**src/rtl/core/fba_pkg.sv**
```systemverilog
`timescale 1ns / 1ps
// ----------------------------------------------------------------------------
// fba_pkg
// Shared constants, codes and types of the frame bitmap allocator.
// ----------------------------------------------------------------------------
package fba_pkg;

  localparam int MAX_FRAMES   = 4096;
  localparam int WORD_BITS    = 32;
  localparam int BITMAP_WORDS = (MAX_FRAMES + WORD_BITS - 1) / WORD_BITS;
  localparam int FRAME_W      = $clog2(MAX_FRAMES);
  localparam int COUNT_W      = 13;
  localparam int WIDX_W       = $clog2(BITMAP_WORDS);
  localparam int BIDX_W       = $clog2(WORD_BITS);

  typedef enum logic [1:0] {
    OP_ALLOC = 2'd0,
    OP_FREE  = 2'd1,
    OP_TEST  = 2'd2,
    OP_MARK  = 2'd3
  } op_t;

  typedef enum logic [1:0] {
    STS_DONE    = 2'd0,
    STS_MAPPED  = 2'd1,
    STS_NO_FREE = 2'd2,
    STS_NOTHING = 2'd3
  } status_t;

  // Read and write request to the bitmap memory.
  typedef struct packed {
    logic                 rd_en;
    logic [WIDX_W-1:0]    rd_addr;
    logic                 wr_en;
    logic [WIDX_W-1:0]    wr_addr;
    logic [WORD_BITS-1:0] wr_data;
  } mem_req_t;

  typedef struct packed {
    logic [1:0]         status;
    logic [FRAME_W-1:0] frame_out;
    logic               present;
    logic               writable;
    logic               user_access;
    logic               used_bit;
  } result_t;

  // Index of the lowest set bit; zero when no bit is set.
  function automatic logic [BIDX_W-1:0] lowest_set(input logic [WORD_BITS-1:0] v);
    logic [BIDX_W-1:0] r;
    r = '0;
    for (int i = WORD_BITS - 1; i >= 0; i--) begin
      if (v[i]) r = BIDX_W'(i);
    end
    return r;
  endfunction

endpackage

```
**src/rtl/core/fba_bitmap_mem.sv**
```systemverilog
`timescale 1ns / 1ps
// ----------------------------------------------------------------------------
// fba_bitmap_mem
// Frame bitmap storage: one read port and one write port, registered read,
// with a valid bit per word so that unwritten words read as all free.
// ----------------------------------------------------------------------------
module fba_bitmap_mem (
  input  logic                           clk,
  input  logic                           rst,
  input  fba_pkg::mem_req_t              req,
  output logic [fba_pkg::WORD_BITS-1:0]  rd_data
);
  import fba_pkg::*;

  logic [WORD_BITS-1:0]    mem [BITMAP_WORDS];
  logic [BITMAP_WORDS-1:0] word_valid;
  logic [WORD_BITS-1:0]    rd_word;
  logic                    rd_valid;

  always_ff @(posedge clk) begin
    if (req.wr_en) begin
      mem[req.wr_addr] <= req.wr_data;
    end
    if (req.rd_en) begin
      rd_word <= mem[req.rd_addr];
    end
  end

  always_ff @(posedge clk) begin
    if (rst) begin
      word_valid <= '0;
      rd_valid   <= 1'b0;
    end else begin
      if (req.wr_en) begin
        word_valid[req.wr_addr] <= 1'b1;
      end
      if (req.rd_en) begin
        rd_valid <= word_valid[req.rd_addr];
      end
    end
  end

  assign rd_data = rd_valid ? rd_word : '0;

endmodule

```
**src/rtl/core/fba_ctrl.sv**
```systemverilog
`timescale 1ns / 1ps
// ----------------------------------------------------------------------------
// fba_ctrl
// Operation sequencer: reads a bitmap word, scans it for allocate, and
// writes the modified word back (free, mark, allocate; test writes nothing), then issues the result word.
// ----------------------------------------------------------------------------
module fba_ctrl (
  input  logic                              clk,
  input  logic                              rst,
  input  logic                              start,
  input  logic [1:0]                        op,
  input  logic [fba_pkg::FRAME_W-1:0]       frame_number,
  input  logic                              kernel_page,
  input  logic                              is_writable,
  input  logic [fba_pkg::COUNT_W-1:0]       limit,
  output logic                              busy,
  output fba_pkg::mem_req_t                 req,
  input  logic [fba_pkg::WORD_BITS-1:0]     rd_data,
  output logic                              done,
  output fba_pkg::result_t                  res
);
  import fba_pkg::*;

  typedef enum logic [1:0] {
    ST_IDLE   = 2'b01,
    ST_ACCESS = 2'b10
  } state_t;

  state_t             state, state_next;
  op_t                op_q;
  logic [FRAME_W-1:0] fn_q;
  logic               kern_q;
  logic               wr_q;
  logic [WIDX_W-1:0]  widx, widx_next;

  logic               res_load;
  result_t            res_next;

  logic [COUNT_W-1:0]   remaining;
  logic [WORD_BITS-1:0] cand_mask;
  logic [WORD_BITS-1:0] free_bits;
  logic                 found;
  logic [BIDX_W-1:0]    found_idx;
  logic                 last_word;
  logic [WORD_BITS-1:0] fn_bit;

  assign busy = (state != ST_IDLE);

  // Frames of the current word that lie below the managed count.
  assign remaining = limit - {1'b0, widx, {BIDX_W{1'b0}}};
  assign cand_mask = (remaining >= COUNT_W'(WORD_BITS)) ? '1 :
                     ((WORD_BITS'(1) << remaining[BIDX_W-1:0]) - WORD_BITS'(1));
  assign free_bits = ~rd_data & cand_mask;
  assign found     = |free_bits;
  assign found_idx = lowest_set(free_bits);
  assign last_word = (remaining <= COUNT_W'(WORD_BITS));
  assign fn_bit    = WORD_BITS'(1) << fn_q[BIDX_W-1:0];

  always_comb begin
    state_next = state;
    widx_next  = widx;
    req        = '0;
    res_load   = 1'b0;
    res_next   = '0;
    unique case (state)
      ST_IDLE: begin
        if (start) begin
          unique case (op_t'(op))
            OP_ALLOC: begin
              if (frame_number != '0) begin
                res_load        = 1'b1;
                res_next.status = STS_MAPPED;
              end else if (limit == '0) begin
                res_load        = 1'b1;
                res_next.status = STS_NO_FREE;
              end else begin
                req.rd_en   = 1'b1;
                req.rd_addr = '0;
                widx_next   = '0;
                state_next  = ST_ACCESS;
              end
            end
            OP_FREE: begin
              if (frame_number == '0) begin
                res_load        = 1'b1;
                res_next.status = STS_NOTHING;
              end else begin
                req.rd_en   = 1'b1;
                req.rd_addr = frame_number[FRAME_W-1:BIDX_W];
                widx_next   = frame_number[FRAME_W-1:BIDX_W];
                state_next  = ST_ACCESS;
              end
            end
            OP_TEST, OP_MARK: begin
              req.rd_en   = 1'b1;
              req.rd_addr = frame_number[FRAME_W-1:BIDX_W];
              widx_next   = frame_number[FRAME_W-1:BIDX_W];
              state_next  = ST_ACCESS;
            end
            default: ;
          endcase
        end
      end
      ST_ACCESS: begin
        req.wr_addr = widx;
        unique case (op_q)
          OP_ALLOC: begin
            if (found) begin
              req.wr_en            = 1'b1;
              req.wr_data          = rd_data | (WORD_BITS'(1) << found_idx);
              res_load             = 1'b1;
              res_next.status      = STS_DONE;
              res_next.frame_out   = {widx, found_idx};
              res_next.present     = 1'b1;
              res_next.writable    = wr_q;
              res_next.user_access = ~kern_q;
              state_next           = ST_IDLE;
            end else if (last_word) begin
              res_load        = 1'b1;
              res_next.status = STS_NO_FREE;
              state_next      = ST_IDLE;
            end else begin
              // The next word is fetched while this one is checked.
              req.rd_en   = 1'b1;
              req.rd_addr = widx + WIDX_W'(1);
              widx_next   = widx + WIDX_W'(1);
            end
          end
          OP_FREE: begin
            req.wr_en          = 1'b1;
            req.wr_data        = rd_data & ~fn_bit;
            res_load           = 1'b1;
            res_next.status    = STS_DONE;
            res_next.frame_out = fn_q;
            state_next         = ST_IDLE;
          end
          OP_MARK: begin
            req.wr_en          = 1'b1;
            req.wr_data        = rd_data | fn_bit;
            res_load           = 1'b1;
            res_next.status    = STS_DONE;
            res_next.frame_out = fn_q;
            state_next         = ST_IDLE;
          end
          OP_TEST: begin
            res_load          = 1'b1;
            res_next.status   = STS_DONE;
            res_next.used_bit = rd_data[fn_q[BIDX_W-1:0]];
            state_next        = ST_IDLE;
          end
          default: ;
        endcase
      end
      default: state_next = ST_IDLE;
    endcase
  end

  always_ff @(posedge clk) begin
    if (rst) begin
      state <= ST_IDLE;
      done  <= 1'b0;
    end else begin
      state <= state_next;
      done  <= res_load;
    end
  end

  always_ff @(posedge clk) begin
    widx <= widx_next;
    if (state == ST_IDLE && start) begin
      op_q   <= op_t'(op);
      fn_q   <= frame_number;
      kern_q <= kernel_page;
      wr_q   <= is_writable;
    end
    if (res_load) begin
      res <= res_next;
    end
  end

endmodule

```
**src/rtl/core/frame_bitmap_allocator_core.sv**
```systemverilog
`timescale 1ns / 1ps
// ----------------------------------------------------------------------------
// frame_bitmap_allocator_core
// First-fit page frame allocator over a bitmap with one used bit per frame.
// ----------------------------------------------------------------------------
// Usage:
//   A command word (op, frame_number, kernel_page, is_writable) is taken at a
//   clock edge where start is high and busy is low. Every command yields one
//   result word, shown for a single cycle with done high; the receiver has to
//   take it in that cycle, as it cannot stall the block.
//   Answered from idle, without a bitmap read: allocate of a mapped page,
//   free of frame zero, allocate with a count of zero.
//   Free of any other frame, test and mark read the frame's bitmap word, then answer.
//   Allocate scans 32-frame bitmap words from word zero until a free frame
//   or the end of the count, up to 128 words.
//   The bitmap memory delivers one word per cycle to the scan. A new command
//   can be taken in the cycle its predecessor's result is shown.
//   frames_in_use is written through cfg_we and cfg_wdata; the user must do so
//   only while the block is idle, which the block itself does not enforce.
//   Values above 4096 act as 4096.
//   Reset returns the control to idle, the count to 4096, and marks every
//   frame free at once through per-word valid bits; no clearing pass is run.
// ----------------------------------------------------------------------------
module frame_bitmap_allocator_core (
  input  logic                            clk,
  input  logic                            rst,
  input  logic                            start,
  output logic                            busy,
  input  logic [1:0]                      op,
  input  logic [fba_pkg::FRAME_W-1:0]     frame_number,
  input  logic                            kernel_page,
  input  logic                            is_writable,
  input  logic                            cfg_we,
  input  logic [fba_pkg::COUNT_W-1:0]     cfg_wdata,
  output logic                            done,
  output logic [1:0]                      status,
  output logic [fba_pkg::FRAME_W-1:0]     frame_out,
  output logic                            present,
  output logic                            writable,
  output logic                            user_access,
  output logic                            used_bit
);
  import fba_pkg::*;

  logic [COUNT_W-1:0]   frames_in_use;
  logic [COUNT_W-1:0]   limit;
  mem_req_t             req;
  logic [WORD_BITS-1:0] rd_data;
  result_t              res;

  always_ff @(posedge clk) begin
    if (rst) begin
      frames_in_use <= COUNT_W'(MAX_FRAMES);
    end else if (cfg_we) begin
      frames_in_use <= cfg_wdata;
    end
  end

  assign limit = (frames_in_use > COUNT_W'(MAX_FRAMES)) ? COUNT_W'(MAX_FRAMES)
                                                         : frames_in_use;

  fba_ctrl u_ctrl (
    .clk          (clk),
    .rst          (rst),
    .start        (start),
    .op           (op),
    .frame_number (frame_number),
    .kernel_page  (kernel_page),
    .is_writable  (is_writable),
    .limit        (limit),
    .busy         (busy),
    .req          (req),
    .rd_data      (rd_data),
    .done         (done),
    .res          (res)
  );

  fba_bitmap_mem u_mem (
    .clk     (clk),
    .rst     (rst),
    .req     (req),
    .rd_data (rd_data)
  );

  assign status      = res.status;
  assign frame_out   = res.frame_out;
  assign present     = res.present;
  assign writable    = res.writable;
  assign user_access = res.user_access;
  assign used_bit    = res.used_bit;

  // A result is only issued once the sequencer has returned to idle.
  a_done_idle: assert property (@(posedge clk) disable iff (rst)
    done |-> !busy)
    else $error("result issued while sequencer busy");

  // Allocate of an already mapped page answers in the next cycle.
  a_mapped: assert property (@(posedge clk) disable iff (rst)
    (start && !busy && op == OP_ALLOC && frame_number != '0)
      |=> (done && status == STS_MAPPED && !present))
    else $error("mapped allocate not answered");

  // Single-word commands answer once their bitmap word is read and the result is registered.
  a_single: assert property (@(posedge clk) disable iff (rst)
    (start && !busy && (op == OP_TEST || op == OP_MARK ||
                        (op == OP_FREE && frame_number != '0)))
      |-> ##2 (done && status == STS_DONE))
    else $error("single-word command latency broken");

endmodule
```
**config.mk**
```make
export PLATFORM = sky130hd
export DESIGN_NAME = frame_bitmap_allocator_core
export DESIGN_NICKNAME = d
export VERILOG_FILES = /design/src/rtl/core/fba_pkg.sv /design/src/rtl/core/fba_bitmap_mem.sv /design/src/rtl/core/fba_ctrl.sv /design/src/rtl/core/frame_bitmap_allocator_core.sv
export SDC_FILE = /design/constraint.sdc
export NUM_CORES = 2
export LEC_CHECK = 0
export BUFFER_PORTS_ARGS = -buffer_cell sky130_fd_sc_hd__buf_4
export CAP_MARGIN = 20
export CORE_MARGIN = 4
export CORE_UTILIZATION = 35
export CTS_BUF_LIST = sky130_fd_sc_hd__clkbuf_8 sky130_fd_sc_hd__clkbuf_16
export CTS_CLUSTER_SIZE = 40
export DETAILED_ROUTE_END_ITERATION = 8
export PLACE_DENSITY = 0.46
export RECOVER_POWER = 25
export SETUP_SLACK_MARGIN = 0.02
export SLEW_MARGIN = 30
export SYNTH_ARGS = -nofsm -noshare
export SYNTH_HDL_FRONTEND = slang
export SYNTH_HIERARCHICAL = 1
export SYNTH_SLANG_ARGS = --single-unit
```
**constraint.sdc**
```tcl
create_clock -name clk -period 15.5 [get_ports clk]
set_clock_uncertainty 0.15 [all_clocks]
set_input_delay 1.55 -clock clk [delete_from_list [all_inputs] [get_ports clk]]
set_output_delay 1.55 -clock clk [all_outputs]
set_load 0.005 [all_outputs]
```
# Word level (Yosys, flattened, before mapping)
# Memory sizes are Yosys's and may differ from the RTL's. A register that Yosys moved wholly into a read port is not among the register bits.
# Index checks and enable logic that the tools add are counted.
dict set report totals {
  regBits 186
  latchBits 0
  inputBits 33
  n_memories 1
  mem_bits_ro 0
  elab_cells 167
  mem_bits_rw 4096
}
dict set report classes {
  reduce_logical 17
  mul 0
  n_mux 95
  n_bitwise 8
  eq_ne 17
  n_lt_le_gt_ge 7
  div_mod_pow 0
  n_addsub 3
  shift 3
}
# memory depth word_bits rd rd_ports_with_merged_regs write_ports line
set memory_table {}
lappend memory_table {u_mem.mem 128 32 1 1 1 fba_bitmap_mem.sv:15} ;# logic [WORD_BITS-1:0] mem [BITMAP_WORDS];
# cell count
set op_table {}
lappend op_table {{$mux W5} 32}
lappend op_table {{$or A128 B128 Y128} 1}
lappend op_table {{$mux W32} 3}
lappend op_table {{$pmux W32 S3} 1}
lappend op_table {{$shl A1 B5 Y32 const A} 3}
lappend op_table {{$and A32 B32 Y32} 2}
lappend op_table {{$not A32 Y32} 2}
lappend op_table {{$or A32 B32 Y32} 2}
lappend op_table {{$mux W8} 7}
lappend op_table {{$mux W7} 7}
lappend op_table {{$mux W40} 1}
lappend op_table {{$reduce_or A32 Y1} 1}
lappend op_table {{$sub A32 B1 Y32 const B} 1}
lappend op_table {{$mux W2} 12}
lappend op_table {{$pmux W12 S2} 1}
lappend op_table {{$pmux W8 S3} 1}
lappend op_table {{$pmux W7 S3} 1}
lappend op_table {{$pmux W2 S2} 5}
lappend op_table {{$lt A7 B8 Y1 const B} 2}
lappend op_table {{$pmux W8 S2} 1}
lappend op_table {{$mux W15} 1}
lappend op_table {{$pmux W7 S2} 1}
lappend op_table {{$ge A13 B6 Y1 const B} 1}
lappend op_table {{$gt A13 B13 Y1 const B} 1}
lappend op_table {{other kinds (31)} 60}

# Logic depth before layout (Yosys ltp)
dict set report depth {
  depth_word 49
  mapped_depth 33
}

# By module
# Netlist, hierarchy kept.
# mod cells_each area_per_inst_um2 seq_area_each_um2 n_inst
set modules_own_cells {}
lappend modules_own_cells {fba_bitmap_mem 6910 162198.1 126541.4 1}
lappend modules_own_cells {fba_ctrl 682 5187.5 1291.2 1}
lappend modules_own_cells {frame_bitmap_allocator_core 56 559.3 260.2 1}

# Worst setup path after synthesis
# OpenSTA, ideal clock, no wires.
dict set report synth_timing {
  path_kind {reg-to-reg}
  from {reg frames_in_use[12]}
  to {mem u_mem.mem[0][20], data pin}
  path_slack_ns 4.877
  arrival_time_ns 9.232
  path_stages_with_launch 21
  path_cell_list {dfxtp_1 buf_2 nor2b_1 clkbuf_1 clkbuf_1 nor4_1 inv_1 ha_1 or2_2 clkbuf_1 nor2_1 a21oi_1 o32ai_1 o21ba_2 nor4b_2 and4b_1 a21oi_1 o31ai_2 or2_1 buf_2 o32ai_1}
}
# item line
set synth_lines {}
lappend synth_lines {{start: declaration} frame_bitmap_allocator_core.sv:45} ;# logic [COUNT_W-1:0] frames_in_use;
lappend synth_lines {{start signal: assignment} frame_bitmap_allocator_core.sv:53} ;# frames_in_use <= COUNT_W'(MAX_FRAMES);
lappend synth_lines {{start signal: assignment} frame_bitmap_allocator_core.sv:55} ;# frames_in_use <= cfg_wdata;
lappend synth_lines {{end: declaration} fba_bitmap_mem.sv:15}

==> impl_metrics.yaml <==
synthesis:
  syn_area_per_cell_um2: 21.96
  synth_edf_count: 4169
  ys_types: 85
  synthCells: 7648
  ys_seq_elements: 4314
  yosysSeqAreaShare_pct: 76.27
  synth_nets: 7693
  synth_area_mm2: 0.1679
  async_reset_ff_share_pct: 0
  ys_warn_count: 6
  ys.flop_type: "edfxtp_1"
route:
  routed_via_density: 5.633
  route.detailed.drc: 0
  drt_wl_total_mm: 519.9
  vias: 83670
  dr.pass1.iters: 7
  antenna_left: 0
  wire_per_inst_um: 35.00
  drtIter0Drc: 10540
grt:
  track_usage_pct: 20.88
  antenna_found_initial: 44
  grt_overflow: 0
  grt_pass1_vias: 85100
  grt_pass1_wl_mm: 714.1
  grt_max_degree: 109
sta:
  fin_crit_ns: 12.46
  finalSetupViolCount: 0
  rsz0062_at_grt: "false"
  finalHoldViolations: 0
  finalMaxSlewViolations: 1973
  maxSlewHeadroom_pct: -243.3
  period_share_pct: 80.38
  worst_slew_pin_slew_ns: 5.149
  tns_ns: 0
  maxClockFrequency_mhz: 80.26
floorplanning:
  row_count: 254
  die-area_mm2: 0.4910
  ios: 53
  die-width_um: 700.7
  start_util_pct: 35.11
  die_h_um: 700.7
  core-area_mm2: 0.4783
power:
  internal-power_mw: 18.83
  clkPwrFrac_pct: 43.2
  p_per_area_mw_per_mm2: 125.1
  power_frac_comb_pct: 4.1
  switching_share_pct: 21.74
  ir_drop_v: 0.00009971
  power.switching_mw: 5.231
  leakage_nw: 48.27
  pwr-share-seq_pct: 52.6
  power_mw: 24.06
cts:
  htreeDepth: 5
  cts_tree: "yes"
  clk_latency_ns: 1.03
  cts_setup_buffers: 0
  cts.reportedPaths.clkPinSlew_ns: 0.06
  cts_hold_buf: 0
  cts-root-buf: "clkbuf_16"
  cts_sinks: 4314
  cts_made_buffers: 452
  cts_buffer_depth: 4
  cts_resized: 0
run_status:
  violations: "max-capacitance violations, max-slew violations"
  status: "finished with violations"
worst_setup_path:
  endpoint_kind: "flip-flop"
  path_cells: "nor2b_1 > inv_1 > ha_1 > inv_1 > fa_1 > a21oi_1 > nor2_1 > o311a_1 > a2111oi_0 > and3_1 > a21oi_1 > nor4b_1 > and4b_1 > a21oi_1 > o31ai_1 > nand2_1 > o311ai_0 > clkbuf_1 > buf_4"
  crit_family: "buffers and inverters"
  max_stage_delay_ns: 3.04
  critPathLaunchType: "flip-flop"
  crit_required_ns: 16.04
  crit_type: "reg2reg"
  cp_max_fo: 65
  cpMaxStageDelayCell: "clkbuf_1"
  cp_common_cell: "a21oi_1"
  cp_data_arrival_time_ns: 13.00
  cp_num_buf_inv: 4
placement:
  place_congestion: 0.8378
  portBuffers: 52
  dp.final_hpwl_mm: 279.5
job:
  maxCapViolCount: 41
min_path:
  hold_class: "reg2reg"
finish:
  nets: 8106
  areaGrowthSynthToFinish_pct: 14.54
  drive_above_1_share_pct: 28.47
==> worst reg2reg max path, delay by kind of cell, from the launching register on <==
family / cells / cell delay, ns
AO/OA/AOI/OAI: 7 / 3.78
buffers and inverters: 4 / 4.15
adder cells (fa/ha/maj): 2 / 0.58
flip-flops: 1 / 0.69
AND/OR/NAND/NOR: 6 / 2.70
==> flip-flops by register name (all words and copies together) (netlist names), 2 cells and up <==
name and cells:
frames_in_use 13, u_ctrl/fn_q 12, u_ctrl/op_q 2, u_ctrl/res 18, u_ctrl/state 2, u_ctrl/widx 7, u_mem/mem 4096, u_mem/rd_word 32
u_mem/word_valid 128
==> stage by stage <==
| step | std cells | hold WS [ns] | area (um^2) | utilization, % | setup slack, ns |
|---|---|---|---|---|---|
| 2_1_floorplan | 7648 | 0.2848 | 167900 | - | 4.877 |
| 3_3_place_gp | 13970 | 0.2938 | 178400 | 37.31 | 4.018 |
| 3_5_place_dp | 14010 | 0.3060 | 178800 | 37.39 | 4.973 |
| 4_1_cts | 14840 | 0.3204 | 193000 | 40.35 | 4.912 |
| 5_1_grt | 14840 | 0.3440 | 192300 | 40.21 | 2.358 |
| 6_report | 14850 | 0.3204 | 192400 | 40.22 | 3.040 |
==> logic make-up (layout without fill, tap and decap cells) <==
family | after synthesis | after routing | synth area share [%]
buf+inv | 452 | 1242 | 1.299
mux | 1408 | 1408 | 17.75
other cells | 0 | 15 | 0
fa+ha+maj | 12 | 12 | 0.09387
xor+xnor | 11 | 11 | 0.05736
compound gates | 475 | 475 | 1.937
simple gates | 976 | 976 | 2.590
flops | 4314 | 4314 | 76.27
==> worst paths after layout <==
| kind | cells after the start | start | slack [ns] | to |
|---|---|---|---|---|
| worst max-delay path | 19 | frames_in_use[12]$_SDFFE_PP1P_ | 3.04 | u_mem/mem[124][11]$_DFFE_PP_ |
| worst min-delay path | 2 | u_mem/word_valid[102]$_SDFFE_PP0P_ | 0.32 | u_mem/word_valid[102]$_SDFFE_PP0P_ |
| worst max register to register | 19 | frames_in_use[12]$_SDFFE_PP1P_ | 3.04 | u_mem/mem[124][11]$_DFFE_PP_ |
| worst min register to register | 2 | u_mem/word_valid[102]$_SDFFE_PP0P_ | 0.32 | u_mem/word_valid[102]$_SDFFE_PP0P_ |
==> cell usage after synthesis (14+ instances only) <==
| master | number | area, um^2 |
|---|---|---|
| edfxtp_1 | 4169 | 125200 |
| inv_1 | 17 | 63.81 |
| and2_1 | 72 | 450.4 |
| nand2b_1 | 16 | 100.1 |
| dfxtp_1 | 145 | 2903 |
| nor2_1 | 546 | 2049 |
| a21oi_1 | 71 | 355.3 |
| mux4_2 | 1256 | 28290 |
| o21ai_0 | 100 | 500.5 |
| mux2i_1 | 149 | 1491 |
| a32oi_1 | 34 | 297.8 |
| buf_6 | 21 | 236.5 |
| o21ai_1 | 15 | 75.07 |
| a22oi_1 | 48 | 360.4 |
| or3_1 | 35 | 219.0 |
| o211ai_1 | 37 | 277.8 |
| nor3_1 | 22 | 110.1 |
| clkbuf_1 | 209 | 784.5 |
| nand3_1 | 36 | 180.2 |
| buf_2 | 132 | 660.6 |
| buf_1 | 32 | 120.1 |
| a211oi_1 | 33 | 247.7 |
| nor2b_1 | 31 | 193.9 |
| nand2_1 | 157 | 589.3 |
| a31oi_1 | 14 | 87.58 |
| buf_4 | 35 | 262.8 |
==> metal layers <==
| layer | track usage, % | up-vias | routed length (um) |
|---|---|---|---|
| met2 | 33.88 | 3127 | 248500 |
| met5 | 0 | - | 48 |
| met4 | 4.641 | 8 | 12980 |
| met3 | 2.937 | 682 | 32710 |
| li1 | - | 33070 | - |
| met1 | 30.06 | 46790 | 225700 |
==> power by group through the flow <==
stage	clock, mW	sequential, mW	combinational [mW]
2_1_floorplan	0	12.9	0.618
3_3_place_gp	0	12.9	1.01
3_5_place_dp	0	12.9	1.02
4_1_cts	10.6	12.7	1.02
5_1_grt	11.1	12.7	1.05
6_report	10.4	12.7	0.998
==> cell usage in the layout, fill, tap and decap left out, drive strengths merged, types with 39 or more instances in the layout <==
cell	instances
dfxtp	145
a21oi	73
edfxtp	4169
nand2	157
nor2	546
a22oi	48
buf	316
nand3	39
mux4	1256
and2	72
clkbuf	545
clkinv	202
inv	144
mux2i	149
o21ai	116
==> area by class of cell <==
cell class	count	area (um^2)
repair buffers	391	3048
multi-input cells	2882	38930
clock buffers	470	11660
flip-flops and latches	4314	128100
diodes	15	37.54
fillers	42130	285900
inverters	20	87.58
well taps	6400	8008
clock inverters	361	2502
Note: power is estimated with default switching activity, not from simulation.
